### src/design/kf2_pkg.sv
`timescale 1ns / 1ps
// ----------------------------------------------------------------------------
// kf2_pkg
// Shared types, constants and saturation helpers for the two-state filter.
// ----------------------------------------------------------------------------
package kf2_pkg;

  localparam int FRAC_BITS  = 16;
  localparam int DATA_WIDTH = 32;
  localparam int PROD_WIDTH = 2 * DATA_WIDTH;
  localparam int NUM_REGS   = 8;
  localparam int IDX_WIDTH  = 3;
  localparam int QUO_WIDTH  = DATA_WIDTH + FRAC_BITS;

  typedef logic signed [DATA_WIDTH-1:0] data_t;
  typedef logic signed [PROD_WIDTH-1:0] prod_t;

  localparam data_t MAXV = {1'b0, {(DATA_WIDTH-1){1'b1}}};
  localparam data_t MINV = {1'b1, {(DATA_WIDTH-1){1'b0}}};

  localparam logic [IDX_WIDTH-1:0] REG_TPP = 3'd0;
  localparam logic [IDX_WIDTH-1:0] REG_TPV = 3'd1;
  localparam logic [IDX_WIDTH-1:0] REG_TVP = 3'd2;
  localparam logic [IDX_WIDTH-1:0] REG_TVV = 3'd3;
  localparam logic [IDX_WIDTH-1:0] REG_QPP = 3'd4;
  localparam logic [IDX_WIDTH-1:0] REG_QPV = 3'd5;
  localparam logic [IDX_WIDTH-1:0] REG_QVV = 3'd6;
  localparam logic [IDX_WIDTH-1:0] REG_R   = 3'd7;

  // Multiplier-accumulator opcode
  typedef enum logic [1:0] {
    OP_LOAD = 2'd0,  // acc = a*b
    OP_MAC  = 2'd1,  // acc = sat(acc + a*b)
    OP_ADD  = 2'd2,  // acc = sat(acc + b)
    OP_SUB  = 2'd3   // acc = sat(b - a*c)   (b minus product)
  } mac_op_t;

  typedef enum logic [2:0] {
    ST_IDLE,
    ST_MAC,
    ST_DIV,
    ST_OUT
  } state_t;

  // Saturating sum of two data words
  function automatic data_t sat_add(input data_t a, input data_t b);
    logic signed [DATA_WIDTH:0] s;
    begin
      s = {a[DATA_WIDTH-1], a} + {b[DATA_WIDTH-1], b};
      if (s[DATA_WIDTH] != s[DATA_WIDTH-1]) sat_add = s[DATA_WIDTH] ? MINV : MAXV;
      else sat_add = s[DATA_WIDTH-1:0];
    end
  endfunction

  function automatic data_t sat_sub(input data_t a, input data_t b);
    logic signed [DATA_WIDTH:0] s;
    begin
      s = {a[DATA_WIDTH-1], a} - {b[DATA_WIDTH-1], b};
      if (s[DATA_WIDTH] != s[DATA_WIDTH-1]) sat_sub = s[DATA_WIDTH] ? MINV : MAXV;
      else sat_sub = s[DATA_WIDTH-1:0];
    end
  endfunction

  // Fixed-point rescale of a full product: floor shift, then saturate
  function automatic data_t prod_scale(input prod_t p);
    prod_t sh;
    begin
      sh = p >>> FRAC_BITS;
      if (sh > prod_t'(MAXV)) prod_scale = MAXV;
      else if (sh < prod_t'(MINV)) prod_scale = MINV;
      else prod_scale = sh[DATA_WIDTH-1:0];
    end
  endfunction

  function automatic logic [31:0] out_s(input data_t v);
    prod_t w;
    begin
      w = prod_t'(v);
      if (w > 64'sd2147483647) out_s = 32'h7fff_ffff;
      else if (w < -64'sd2147483648) out_s = 32'h8000_0000;
      else out_s = w[31:0];
    end
  endfunction

  function automatic logic [30:0] out_u(input data_t v);
    prod_t w;
    begin
      w = prod_t'(v);
      if (w > 64'sd2147483647) out_u = 31'h7fff_ffff;
      else if (w < 0) out_u = '0;
      else out_u = w[30:0];
    end
  endfunction

  function automatic data_t take_s(input logic [31:0] v);
    prod_t w;
    begin
      w = prod_t'($signed(v));
      if (w > prod_t'(MAXV)) take_s = MAXV;
      else if (w < prod_t'(MINV)) take_s = MINV;
      else take_s = w[DATA_WIDTH-1:0];
    end
  endfunction

  function automatic data_t take_u(input logic [30:0] v);
    prod_t w;
    begin
      w = prod_t'({1'b0, v});
      if (w > prod_t'(MAXV)) take_u = MAXV;
      else take_u = w[DATA_WIDTH-1:0];
    end
  endfunction

endpackage

### src/design/kf2_mac.sv
`timescale 1ns / 1ps
// ----------------------------------------------------------------------------
// kf2_mac
// Shared multiplier with registered product and saturating accumulator.
// ----------------------------------------------------------------------------
module kf2_mac import kf2_pkg::*; (
  input  logic    clk,
  input  logic    go,
  input  mac_op_t op,
  input  data_t   opa,
  input  data_t   opb,
  input  data_t   addend,
  output data_t   acc
);

  // stage 1: product register
  prod_t   prod_r;
  mac_op_t op_r;
  data_t   add_r;
  logic    go_r;
  data_t   acc_r;
  data_t   acc_nxt;
  data_t   pq;

  always_ff @(posedge clk) begin
    prod_r <= opa * opb;
    op_r   <= op;
    add_r  <= addend;
    go_r   <= go;
    acc_r  <= acc_nxt;
  end

  always_comb begin
    pq      = prod_scale(prod_r);
    acc_nxt = acc_r;
    if (go_r) begin
      case (op_r)
        OP_LOAD: acc_nxt = pq;
        OP_MAC:  acc_nxt = sat_add(acc_r, pq);
        OP_ADD:  acc_nxt = sat_add(acc_r, add_r);
        OP_SUB:  acc_nxt = sat_sub(add_r, pq);
        default: acc_nxt = acc_r;
      endcase
    end
  end

  // step result, valid in the write-back cycle
  assign acc = acc_nxt;

endmodule

### config.mk
export PLATFORM = sky130hd
export DESIGN_NAME = kf2_mac
export DESIGN_NICKNAME = d
export VERILOG_FILES = /design/src/design/kf2_pkg.sv /design/src/design/kf2_mac.sv
export SDC_FILE = /design/constraint.sdc
export NUM_CORES = 2
export LEC_CHECK = 0
export ABC_CLOCK_PERIOD_IN_PS = 22400
export BUFFER_PORTS_ARGS = -buffer_cell sky130_fd_sc_hd__clkbuf_2
export CORE_MARGIN = 2
export CORE_UTILIZATION = 60
export CTS_CLUSTER_SIZE = 8
export DETAILED_ROUTE_END_ITERATION = 16
export PLACE_DENSITY = 0.77
export SYNTH_ARGS = -nofsm -noshare
export SYNTH_HDL_FRONTEND = slang
export SYNTH_SLANG_ARGS = --single-unit
### constraint.sdc
create_clock -name clk -period 22.4 [get_ports clk]
set_clock_uncertainty 0.05 [all_clocks]
set_input_delay 4.48 -clock clk [delete_from_list [all_inputs] [get_ports clk]]
set_output_delay 4.48 -clock clk [all_outputs]
set_load 0.02 [all_outputs]
==> results_dict.tcl <==
set metrics [dict create \
    antenna_found_initial 2 \
    ctsResizeCount 0 \
    top_level_ports 132 \
    startpoint_type "primary input" \
    overflow 0 \
    yosys_warnings 0 \
    hold_path.class "reg -> reg" \
    crit_buf_inv 3 \
    crit_required_ps 22710 \
    crit_chain "clkbuf_2 > and2_1 > fa_1 > fa_1 > inv_1 > fa_1 > fa_1 > inv_1 > fa_1 > fa_1 > fa_1 > fa_1 > ha_1 > a21o_1 > nor3_1 > o21ai_0 > a221oi_1 > o21ai_0 > a21oi_1 > o21ai_0 > a21o_1 > a31o_2 > a21oi_1 > xnor2_1" \
    yosysUniqueCellTypes 74 \
    first_iter_violations 2450 \
    setup_violations 0 \
    hold-path-cell-count 2 \
    period_minus_slack_ps 12800 \
    maxSlewViolCount 0 \
    worst_slew_pin_slew_ps 1222 \
    cts_buffer_depth 2 \
    regToRegEndpoint "acc_r[2]$_DFF_P_" \
    synth_nets 6267 \
    yosysTopAreaCellShare_pct 49.47 \
    tns_ps 0 \
    ys_ff_latch 115 \
    fp.dieW_um 274.4 \
    cp_max_fo 32 \
    maxCapViolCount 0 \
    clk_pin_slew_ps 60 \
    num_rows 99 \
    synth_area_um2 43870 \
    async_flop_share_pct 0 \
    rsz0062_at_grt "no" \
    synthAdderAreaFrac_pct 57.34 \
    cts_root_buffer "clkbuf_16" \
    place.port_buffers 131 \
    r2r_cells 19 \
    dpl.hpwl_mm 92.66 \
    timing.rr.start "prod_r[50]$_DFF_P_" \
    nNetsFinal 6218 \
    max_slew_margin_pct 18.54 \
    cts_sinks 115 \
    dieArea_um2 75300 \
    synthCells 4807 \
    final_common_cell "fa_1" \
    drt_wl_total_mm 119.6 \
    setup_ws_ps 9604 \
    cp_common_cell "fa_1" \
    wl_per_cell_um 20.86 \
    start_util_pct 60.34 \
    place.gp.congestion 1.001 \
    cts_tree "built" \
    synth_simple_gate_area_share_pct 15.13 \
    synth-edff-count 0 \
    grt_max_degree 49 \
    ant_nets 0 \
    layout_common_cells "fa_1 (1084), inv_1 (1031), nand2_1 (558)" \
    synth_compound_area_share_pct 8.522 \
    numCtsBuffers 17 \
    cpLargestDelayFamily "adder cells" \
    postCtsHoldBufs 0 \
    drc 0 \
    clk_latency_ps 450 \
    syn_to_final_growth_pct 4.184 \
    grt_pass1_wl_mm 194.8 \
    crit_slowest_cell "a221oi_1" \
    hold_viol 0 \
    die_h_um 274.4 \
    drive_gt1_share_pct 4.548 \
    finalCritPeriodShare_pct 57.13 \
    fmax_mhz 78.15 \
    cts_setup_buffers 0 \
    reg2reg_slack_ps 16760 \
    synth.area.top_cells "fa_1 (49%), inv_1 (8.8%), ha_1 (7.9%)" \
    grt_pass1_vias 35660 \
    h-tree-depth 4 \
    ys.flop_type "dfxtp_1" \
    pre_cts_ws_ps 9305 \
    arrival_ps 13110 \
    synth_largest_area_cell "fa_1" \
    avgSynthCellArea_um2 9.126 \
    max_stage_delay_ps 610 \
    status "finished clean" \
    setup.worst_path.class "in -> reg" \
    drt_pass1_iterations 5 \
    synth_top_family_by_area "adder cells" \
    synth-xor-area-share_pct 2.795 \
    end_kind "flop" \
    core_um2 72710 \
    hp-start "acc_r[31]$_DFF_P_" \
    hold_end "acc_r[31]$_DFF_P_" \
    vias 33100 \
    avgViaCountPerCell 5.773 \
    synthMuxAreaShare_pct 0.1340 \
    grt_usage_pct 33.69 \
    synth_seq_area_share_pct 5.248 \
]
synth_stat cells, types with 4 or more instances:
master / count
and2_1: 519
a41oi_1: 5
nand2b_1: 26
a21boi_0: 4
o31ai_1: 7
a31o_2: 4
clkbuf_1: 227
nand4_1: 18
xnor2_1: 99
o21ai_1: 5
nor2b_1: 16
a21o_1: 79
a2111oi_0: 4
o21bai_1: 16
o211ai_1: 14
o21ai_0: 124
a211oi_1: 20
nor2_1: 115
dfxtp_1: 115
a211o_1: 5
a31oi_1: 23
or3_1: 4
a21oi_1: 177
nor3_1: 22
nand2_1: 558
o21a_1: 33
inv_1: 1031
xor2_1: 41
nand3_1: 16
and3_1: 16
ha_1: 276
and4_1: 4
a211oi_2: 4
o2111a_1: 5
a221oi_1: 4
nor4_1: 6
o22ai_1: 31
fa_1: 1084
logic make-up (layout without fill, tap and decap cells):
kind of cell               count (synthesis)  in the layout
AOI/OAI and AO/OA                        592            592
xor gates and xnor gates                 140            140
other                                      0              4
muxes                                      4              4
and+or+nand+nor                         1333           1333
buffers and inverters                   1263           1227
DFF                                      115            115
adders and majority gates               1360           1360
worst max-delay path by stage:
| stage | end | slack, ps | cells past startpoint | from |
|---|---|---|---|---|
| 4_1_cts | prod_r[44]$_DFF_P_ | 9730 | 24 | opa[23] |
| 6_report | prod_r[44]$_DFF_P_ | 9600 | 24 | opa[23] |
| 3_5_place_dp | prod_r[44]$_DFF_P_ | 9300 | 24 | opa[23] |
| 2_1_floorplan | prod_r[56]$_DFF_P_ | 10680 | 26 | opa[31] |
| 5_1_grt | prod_r[56]$_DFF_P_ | 9260 | 24 | opb[2] |
| 3_3_place_gp | prod_r[63]$_DFF_P_ | 9400 | 26 | opb[2] |
layout make-up:
| class | instances | area, um^2 |
|---|---|---|
| Timing Repair Buffer | 164 | 903.4 |
| Sequential cell | 115 | 2302 |
| Antenna cell | 4 | 10.01 |
| Clock inverter | 11 | 128.9 |
| Fill cell | 6013 | 27000 |
| Multi-Input combinational cell | 3429 | 36840 |
| Tap cell | 959 | 1200 |
| Clock buffer | 21 | 450.4 |
| Inverter | 1031 | 3870 |
per-stage QoR:
step,std cells,hold slack (ps),instance area [um^2],util (%)
after detailed placement,5698,534.5,45120,62.05
after global placement,5698,517.9,45120,62.05
after global routing,5730,551.8,45700,62.85
after floorplan,4807,524.7,43870,-
final,5734,547.8,45710,62.86
after CTS,5730,552.4,45700,62.85
flip-flops by register name, summed over array words and instances (netlist names):
signal  count
prod_r     48
acc_r      32
add_r      32
op_r        2
go_r        1
worst min-delay path, delay by kind of cell (launching register included):
| family | cells | cell delay [ps] |
|---|---|---|
| DFF | 1 | 350 |
| and+or+nand+nor | 1 | 110 |
| AOI/OAI and AO/OA | 1 | 80 |
routing by layer:
layer | share of wire (%) | up-vias | wire [um] | track usage [%]
met2 | 48 | 1481 | 57210 | 55.83
met1 | 39 | 16930 | 46590 | 43.13
met3 | 8.4 | 350 | 10050 | 6.875
li1 | - | 14340 | - | -
met4 | 4.8 | 2 | 5755 | 14.49
met5 | 0.011 | - | 13 | 0
Power is left out: the tool's default activity adds up to more than one toggle a clock period on the data nets, which glitch-free logic cannot reach.
