**src/design/kf2_pkg.sv**
```systemverilog
`timescale 1ns / 1ps
// ----------------------------------------------------------------------------
// kf2_pkg
// Shared types, constants and saturation helpers for the two-state filter.
// ----------------------------------------------------------------------------
package kf2_pkg;

  localparam int FRAC_BITS  = 16;
  localparam int DATA_WIDTH = 32;
  localparam int PROD_WIDTH = 2 * DATA_WIDTH;
  localparam int NUM_REGS   = 8;
  localparam int IDX_WIDTH  = 3;
  localparam int QUO_WIDTH  = DATA_WIDTH + FRAC_BITS;

  typedef logic signed [DATA_WIDTH-1:0] data_t;
  typedef logic signed [PROD_WIDTH-1:0] prod_t;

  localparam data_t MAXV = {1'b0, {(DATA_WIDTH-1){1'b1}}};
  localparam data_t MINV = {1'b1, {(DATA_WIDTH-1){1'b0}}};

  localparam logic [IDX_WIDTH-1:0] REG_TPP = 3'd0;
  localparam logic [IDX_WIDTH-1:0] REG_TPV = 3'd1;
  localparam logic [IDX_WIDTH-1:0] REG_TVP = 3'd2;
  localparam logic [IDX_WIDTH-1:0] REG_TVV = 3'd3;
  localparam logic [IDX_WIDTH-1:0] REG_QPP = 3'd4;
  localparam logic [IDX_WIDTH-1:0] REG_QPV = 3'd5;
  localparam logic [IDX_WIDTH-1:0] REG_QVV = 3'd6;
  localparam logic [IDX_WIDTH-1:0] REG_R   = 3'd7;

  // Multiplier-accumulator opcode
  typedef enum logic [1:0] {
    OP_LOAD = 2'd0,  // acc = a*b
    OP_MAC  = 2'd1,  // acc = sat(acc + a*b)
    OP_ADD  = 2'd2,  // acc = sat(acc + b)
    OP_SUB  = 2'd3   // acc = sat(b - a*c)   (b minus product)
  } mac_op_t;

  typedef enum logic [2:0] {
    ST_IDLE,
    ST_MAC,
    ST_DIV,
    ST_OUT
  } state_t;

  // Saturating sum of two data words
  function automatic data_t sat_add(input data_t a, input data_t b);
    logic signed [DATA_WIDTH:0] s;
    begin
      s = {a[DATA_WIDTH-1], a} + {b[DATA_WIDTH-1], b};
      if (s[DATA_WIDTH] != s[DATA_WIDTH-1]) sat_add = s[DATA_WIDTH] ? MINV : MAXV;
      else sat_add = s[DATA_WIDTH-1:0];
    end
  endfunction

  function automatic data_t sat_sub(input data_t a, input data_t b);
    logic signed [DATA_WIDTH:0] s;
    begin
      s = {a[DATA_WIDTH-1], a} - {b[DATA_WIDTH-1], b};
      if (s[DATA_WIDTH] != s[DATA_WIDTH-1]) sat_sub = s[DATA_WIDTH] ? MINV : MAXV;
      else sat_sub = s[DATA_WIDTH-1:0];
    end
  endfunction

  // Fixed-point rescale of a full product: floor shift, then saturate
  function automatic data_t prod_scale(input prod_t p);
    prod_t sh;
    begin
      sh = p >>> FRAC_BITS;
      if (sh > prod_t'(MAXV)) prod_scale = MAXV;
      else if (sh < prod_t'(MINV)) prod_scale = MINV;
      else prod_scale = sh[DATA_WIDTH-1:0];
    end
  endfunction

  function automatic logic [31:0] out_s(input data_t v);
    prod_t w;
    begin
      w = prod_t'(v);
      if (w > 64'sd2147483647) out_s = 32'h7fff_ffff;
      else if (w < -64'sd2147483648) out_s = 32'h8000_0000;
      else out_s = w[31:0];
    end
  endfunction

  function automatic logic [30:0] out_u(input data_t v);
    prod_t w;
    begin
      w = prod_t'(v);
      if (w > 64'sd2147483647) out_u = 31'h7fff_ffff;
      else if (w < 0) out_u = '0;
      else out_u = w[30:0];
    end
  endfunction

  function automatic data_t take_s(input logic [31:0] v);
    prod_t w;
    begin
      w = prod_t'($signed(v));
      if (w > prod_t'(MAXV)) take_s = MAXV;
      else if (w < prod_t'(MINV)) take_s = MINV;
      else take_s = w[DATA_WIDTH-1:0];
    end
  endfunction

  function automatic data_t take_u(input logic [30:0] v);
    prod_t w;
    begin
      w = prod_t'({1'b0, v});
      if (w > prod_t'(MAXV)) take_u = MAXV;
      else take_u = w[DATA_WIDTH-1:0];
    end
  endfunction

endpackage

```
**src/design/kf2_div.sv**
```systemverilog
`timescale 1ns / 1ps
// ----------------------------------------------------------------------------
// kf2_div
// Restoring divider: (|num| << FRAC_BITS) / den, one quotient bit a cycle.
// ----------------------------------------------------------------------------
module kf2_div import kf2_pkg::*; (
  input  logic  clk,
  input  logic  rst_n,
  input  logic  start,
  input  data_t num,
  input  data_t den,
  output logic  busy,
  output data_t quo
);

  localparam int CW = $clog2(QUO_WIDTH + 1);

  logic [QUO_WIDTH-1:0]  dvd_r;
  logic [QUO_WIDTH-1:0]  q_r;
  logic [DATA_WIDTH:0]   rem_r;
  logic [DATA_WIDTH-1:0] den_r;
  logic                  neg_r;
  logic [CW-1:0]         cnt_r;
  logic [DATA_WIDTH:0]   trial;
  logic [DATA_WIDTH:0]   diff;
  logic [DATA_WIDTH-1:0] mag;

  assign mag   = num[DATA_WIDTH-1] ? DATA_WIDTH'(-num) : DATA_WIDTH'(num);
  assign trial = {rem_r[DATA_WIDTH-1:0], dvd_r[QUO_WIDTH-1]};
  assign diff  = trial - {1'b0, den_r};

  always_ff @(posedge clk) begin
    if (!rst_n) begin
      cnt_r <= '0;
    end else if (start) begin
      cnt_r <= CW'(QUO_WIDTH);
    end else if (cnt_r != '0) begin
      cnt_r <= cnt_r - 1'b1;
    end
    if (start) begin
      dvd_r <= {mag, {FRAC_BITS{1'b0}}};
      rem_r <= '0;
      q_r   <= '0;
      den_r <= den;
      neg_r <= num[DATA_WIDTH-1];
    end else if (cnt_r != '0) begin
      dvd_r <= dvd_r << 1;
      if (!diff[DATA_WIDTH]) begin
        rem_r <= diff;
        q_r   <= {q_r[QUO_WIDTH-2:0], 1'b1};
      end else begin
        rem_r <= trial;
        q_r   <= {q_r[QUO_WIDTH-2:0], 1'b0};
      end
    end
  end

  assign busy = (cnt_r != '0);

  always_comb begin
    if (q_r[QUO_WIDTH-1:DATA_WIDTH-1] != '0) quo = neg_r ? MINV : MAXV;
    else if (neg_r) quo = -$signed(q_r[DATA_WIDTH-1:0]);
    else quo = q_r[DATA_WIDTH-1:0];
  end

endmodule

```
**config.mk**
```make
export PLATFORM = sky130hd
export DESIGN_NAME = kf2_div
export DESIGN_NICKNAME = d
export VERILOG_FILES = /design/src/design/kf2_pkg.sv /design/src/design/kf2_div.sv
export SDC_FILE = /design/constraint.sdc
export NUM_CORES = 1
export LEC_CHECK = 0
export BUFFER_PORTS_ARGS = -buffer_cell sky130_fd_sc_hd__clkbuf_2
export CAP_MARGIN = 10
export CORE_ASPECT_RATIO = 1.75
export CORE_UTILIZATION = 60
export DETAILED_ROUTE_END_ITERATION = 7
export GPL_TIMING_DRIVEN = 0
export HOLD_SLACK_MARGIN = 0.03
export PLACE_DENSITY = 0.81
export SYNTH_ARGS = -nofsm -noshare
export SYNTH_HDL_FRONTEND = slang
export SYNTH_SLANG_ARGS = --single-unit
```
**constraint.sdc**
```tcl
create_clock -name clk -period 4.6 [get_ports clk]
set_clock_uncertainty 0.15 [all_clocks]
set_input_delay 0.23 -clock clk [delete_from_list [all_inputs] [get_ports clk]]
set_output_delay 0.23 -clock clk [all_outputs]
set_load 0.1 [all_outputs]
```
==> results of run 1 <==
## where the power goes
group,internal [mW],switching (mW)
Sequential,1.62,0.133
Combinational,0.893,1.71
Clock,0.840,0.611
Total,3.35,2.46
## Yosys cell counts (all sizes together) (6+ instances only)
cell	n	share of area (%)
a211oi	35	2.9
a21o	15	1.2
a21oi	121	6.6
a221o	6	0.68
and3	6	0.41
clkbuf	69	2.8
dfxtp	86	19
edfxtp	65	21
ha	36	4.9
inv	49	2.0
mux2i	29	3.2
nand2	162	6.6
nand2b	11	0.75
nand3	10	0.54
nand4	6	0.41
nor2	99	4.0
nor2b	10	0.68
nor3	22	1.2
nor4	9	0.61
o211ai	6	0.49
o21a	6	0.49
o21ai	32	1.7
o21bai	9	0.73
o311ai	13	1.2
o31ai	11	0.90
o41ai	7	0.67
or2	8	0.54
or3	19	1.5
or4	15	1.3
xnor2	24	2.3
xor2	37	3.5
## area by class of cell
class                      instances  share of cell area (%)
buffer                            72                    2.49
timing repair buffer             135                    8.05
multi-input combinational        821                    46.6
tap                              183                    2.09
sequential                       151                    33.5
clock buffer                      20                    4.46
inverter                          49                    1.68
clock inverter                    12                    1.15
## worst paths after layout
check,cells past startpoint,endpoint
setup / recovery,9,quo[25]
hold / removal,3,dvd_r[39]$_DFFE_PP_
setup reg to reg,13,rem_r[26]$_SDFFE_PP0P_
hold reg to reg,2,q_r[47]$_SDFFE_PP0P_
## worst register-to-register path, delay by kind of cell, from the launching register on
family	cells	cell delay [ps]
compound gates	8	1860
buf+inv	3	770
xor+xnor	1	660
flops	1	360
fa+ha+maj	1	220
## registers in the layout (all words and copies together) (netlist names)
name,flops
neg_r,1
q_r,48
den_r,32
dvd_r,32
cnt_r,6
rem_r,32
## cell families after synthesis
kind of cell | synth area share, %
AND/OR/NAND/NOR | 20.5
AO/OA/AOI/OAI | 20.5
flip-flops | 39.9
buffers and inverters | 4.96
XOR/XNOR | 5.80
adder cells (fa/ha/maj) | 5.11
multiplexers | 3.27
## through the flow
step                worst slack [ps]  util, %  instances
finish                          92.4     73.6       1443
detailed placement               439     66.9       1376
global route                    15.4     73.6       1443
global placement                 447     66.7       1375
CTS                             9.30     73.4       1443
floorplan                      -1090        -       1093
## layer usage
metal  global-route usage (%)  vias to the layer above
li1                         -                     4241
met1                     30.4                     4105
met2                     58.1                      281
met3                     3.75                       97
met4                     18.0                        0
met5                        0                        -
## repair_timing
| item | 4_1_cts | 5_1_grt |
|---|---|---|
| resized for setup | 1 | 11 |
| hold endpoints to repair | 40 | 0 |
| hold buffers | 35 | 0 |
| endpoints found under the setup margin | 1 | 9 |
==> impl_metrics.csv, run 1 <==
group,metric,value,unit
setup_path,cp.arrival,4130,ps
setup_path,startpoint,"q_r[0]$_SDFFE_PP0P_",
clock_network,cts.htree.levels,4,
yosys,yosys_register_bits,151,
place,hpwl,16900,um
drt,drt_wl_total,23800,um
worst_hold_path,holdCritStartpoint,"num[23]",
setup_path,worstReg2RegStart,"den_r[19]$_DFFE_PP_",
setup_path,cp_top_family,"simple AND/OR/NAND/NOR gates",
sta,hold_violations,0,
drt,dr_wl_met2,13100,um
sta,setup_viol,0,
drt,routed.top_layer,"met4",
drt,ant_nets,0,
setup_path,end_kind,"output pin",
floorplanning,core,14900,sq um
setup_path,ff2ff_setup_slack,490,ps
yosys,synth_warnings,0,
cells_and_area,nets,1351,
yosys,syn_nets,1197,
global_route,grt_pass1_vias,8518,
cells_and_area,layout_common_cells,"nand2_1, a21oi_1, nor2_1",
clock_network,post-cts-setup-buffer-count,0,
setup_path,worstPathMaxFanout,6,
sta,fmax,222,MHz
yosys,synth-main-ff-cell,"dfxtp_1",
yosys,async_flop_share,0,%
clock_network,worstSkewPairLatency,430,ps
global_route,antenna_found_initial,0,
cells_and_area,final_common_cell,"nand2_1",
sta,slew_violations,0,
drt,met1_length,8650,um
yosys,netlist_instances,1093,
place,place.gp.congestion,0.906,
setup_path,worst-path-buf-inv,1,
clock_network,cts_num_sinks,151,
sta,setup_tns,0,ps
sta,tightestPinTransition,875,ps
setup_path,start_kind,"flop",
global_route,grt_usage,30.6,%
cells_and_area,design_area,11000,sq um
sta,rsz0062_at_grt,"false",
worst_hold_path,worstHoldPathType,"input port to flop",
setup_path,cpMaxStageDelayCell,"or4_4",
floorplanning,start_util,61.8,%
setup_path,max_stage_delay,570,ps
yosys,synth_edf_count,65,
sta,whs,65.8,ps
power_and_ir_drop,irDropWorstVdd,0.000362,V
drt,wl_met3,844,um
cells_and_area,seqCellArea,3670,sq um
drt,via_count,8724,
cells_and_area,area_growth,19.0,%
cells_and_area,fillerInstances,1130,
clock_network,clock-root-buffer,"clkbuf_16",
status,status,"complete, no violations",
setup_path,cp_cell_sequence,"or4_4, or4_4, or3_4, or4b_4, or3_4, or3_1, a21o_1, a21oi_2, clkbuf_4",
setup_path,crit_type,"flop to output pin",
power_and_ir_drop,leakage,4.52,nW
floorplanning,die_h,166,um
setup_path,required,4220,ps
drt,drt_iter0_markers,428,
yosys,postSynthAreaPerCell,8.43,sq um
cells_and_area,num_antenna_cells,0,
floorplanning,die_x,95.7,um
yosys,synth_cell_types,63,
sta,fin_crit,4510,ps
drt,first_pass_iters,5,
power_and_ir_drop,cellPowerDensity,530,nW/um^2
cells_and_area,multi_input_area,5110,sq um
sta,relSlewSlack,41.6,%
floorplanning,io_pins,100,
clock_network,cts_buffers,17,
flow_run,cap_violations,0,
clock_network,cts_tree,"built",
drt,wl_per_cell,16.5,um
global_route,grt_pass1_wl,38200,um
clock_network,cts.clk_slew.worst_paths,70,ps
floorplanning,rows,59,
global_route,overflow,0,
yosys,synth_seq_area_share,39.9,%
power_and_ir_drop,power,5.81,mW
sta,min_period_over_period,98.0,%
drt,viasPerCell,6.05,
clock_network,ctsLongestPathBuffers,2,
drt,drc_errors,0,
yosys,syn_area,9220,sq um
floorplanning,die_area,15900,sq um
place,placed_cell_area,9970,sq um
cells_and_area,layout-drive-gt1-share,12.8,%
place,port_buffers,99,
global_route,grt_max_degree,35,
Note: power is estimated with default switching activity, not from simulation.
==> inputs of run 2 (changes only) <==
- GPL_TIMING_DRIVEN: 0 -> not set
==> run 2 against run 1 <==
Combinational power shrank 3%; via count shrank 6.0%; critical path depth is the same; hold slack worse by 14 ps; register-to-register slack better by 80 ps; sequential cell count is the same; core utilization decreased by 1.3 points; power about the same; clock power up 5%; first-iteration DRC count up 17%; routed wire length shrank 11%; largest cell class unchanged; largest power group unchanged.
==> impl_metrics.csv, run 2 (synthesized netlist as in run 1, its figures left out) <==
group,metric,value,unit
cells_and_area,layout_common_cells,"nand2_1, a21oi_1, nor2_1",
power_and_ir_drop,p_sw,2.40,mW
cells_and_area,num_antenna_cells,0,
sta,fin_crit,4440,ps
sta,tightestPinTransition,1150,ps
cells_and_area,layout-drive-gt1-share,14.2,%
setup_path,cp.arrival,4060,ps
floorplanning,die_area,15900,sq um
clock_network,cts_buffers,17,
global_route,grt_pass1_vias,7954,
place,hpwl,14300,um
setup_path,start_kind,"flop",
sta,slew_violations,0,
place,place.gp.congestion,0.885,
clock_network,clock-root-buffer,"clkbuf_16",
global_route,grt_usage,27.9,%
sta,relSlewSlack,22.7,%
setup_path,crit_type,"flop to output pin",
setup_path,required,4220,ps
drt,wl_per_cell,15.4,um
drt,via_count,8202,
drt,drc_errors,0,
power_and_ir_drop,sequentialPowerShare,30.2,%
cells_and_area,design_area,10800,sq um
clock_network,cts_num_sinks,151,
place,placed_cell_area,9780,sq um
floorplanning,start_util,61.8,%
place,port_buffers,99,
power_and_ir_drop,cellPowerDensity,539,nW/um^2
power_and_ir_drop,p_comb_share,43.7,%
sta,min_period_over_period,96.5,%
setup_path,cpMaxStageDelayCell,"or4_4",
drt,viasPerCell,5.95,
power_and_ir_drop,netSwitchingFraction,41.4,%
sta,hold_violations,0,
floorplanning,io_pins,100,
drt,first_pass_iters,5,
worst_hold_path,worstHoldPathType,"input port to flop",
power_and_ir_drop,irDropWorstVdd,0.000303,V
floorplanning,die_x,95.7,um
floorplanning,die_h,166,um
clock_network,worstSkewPairLatency,430,ps
status,status,"complete, no violations",
drt,drt_wl_total,21300,um
clock_network,ctsLongestPathBuffers,2,
sta,rsz0062_at_grt,"false",
setup_path,max_stage_delay,560,ps
clock_network,cts.clk_slew.worst_paths,70,ps
power_and_ir_drop,p_int,3.40,mW
floorplanning,rows,59,
sta,setup_tns,0,ps
cells_and_area,area_growth,16.9,%
cells_and_area,largest_register,"q_r",
sta,setup_viol,0,
sta,fmax,225,MHz
cells_and_area,nets,1287,
setup_path,worstPathMaxFanout,6,
setup_path,cp_cell_sequence,"or4_4, or4_4, or3_4, or4b_4, or3_4, or3_1, a21o_1, a21oi_2, clkbuf_4",
cells_and_area,final_common_cell,"nand2_1",
setup_path,end_kind,"output pin",
cells_and_area,largest_reg_flops,48,
global_route,grt_max_degree,107,
global_route,overflow,0,
global_route,antenna_found_initial,0,
drt,drt_iter0_markers,499,
clock_network,cts.htree.levels,4,
drt,ant_nets,0,
power_and_ir_drop,leakage,4.48,nW
power_and_ir_drop,p_clk_share,26.1,%
global_route,grt_pass1_wl,35600,um
flow_run,cap_violations,0,
clock_network,cts_tree,"built",
floorplanning,core,14900,sq um
-- run 2: power groups by stage --
stage	Sequential, mW	Clock (mW)	Combinational, mW
2_1_floorplan	1.74	0	2.03
5_1_grt	1.77	1.59	2.78
3_5_place_dp	1.77	0	2.48
4_1_cts	1.75	1.53	2.53
6_report	1.75	1.52	2.54
3_3_place_gp	1.76	0	2.44
-- run 2: critical path: cells and delay by family (launching register included) --
family | cells | cell delay [ps]
AND/OR/NAND/NOR | 6 | 2620
flip-flops | 1 | 350
buffers and inverters | 1 | 330
AO/OA/AOI/OAI | 2 | 320
-- run 2: routing by layer --
layer / vias to the layer above / GRT usage, % / part of all wire, %
met3: 46 / 3.80 / 2.8
met2: 160 / 51.7 / 56
met1: 3898 / 30.8 / 39
met5: - / 0 / 0
li1: 4098 / - / -
met4: 0 / 11.7 / 2.7
-- run 2: worst paths after layout --
path,start,to,slack (ps),cells after the start
max,q_r[0]$_SDFFE_PP0P_,quo[25],160,9
min,num[30],dvd_r[46]$_DFFE_PP_,50,3
max reg2reg,den_r[23]$_DFFE_PP_,rem_r[9]$_SDFFE_PP0P_,570,12
min reg2reg,q_r[44]$_SDFFE_PP0P_,q_r[44]$_SDFFE_PP0P_,320,2
-- run 2: layout make-up --
cell class                 count  area [sq um]
multi-input combinational    821          5110
fill                        1189          4140
sequential                   151          3670
timing repair buffer         143           935
clock buffer                  19           475
tap                          183           229
inverter                      49           185
clock inverter                13           171
-- run 2: what timing repair did --
action | in CTS | in global routing
endpoints found under the hold margin | 39 | 0
hold buffers | 34 | 0
buffers inserted | 0 | 0
setup endpoints to repair | 0 | 4
resized for setup | 0 | 6
-- run 2: per-stage QoR --
stage	worst slack [ps]	util (%)	power, mW	instances	hold WS (ps)
CTS	18.5	72.2	5.81	1379	42.5
global placement	515	65.6	4.20	1313	257
floorplan	-1090	-	3.76	1093	179
global route	8.18	72.3	6.14	1379	55.2
detailed placement	479	65.6	4.25	1313	259
finish	159	72.3	5.81	1379	52.0
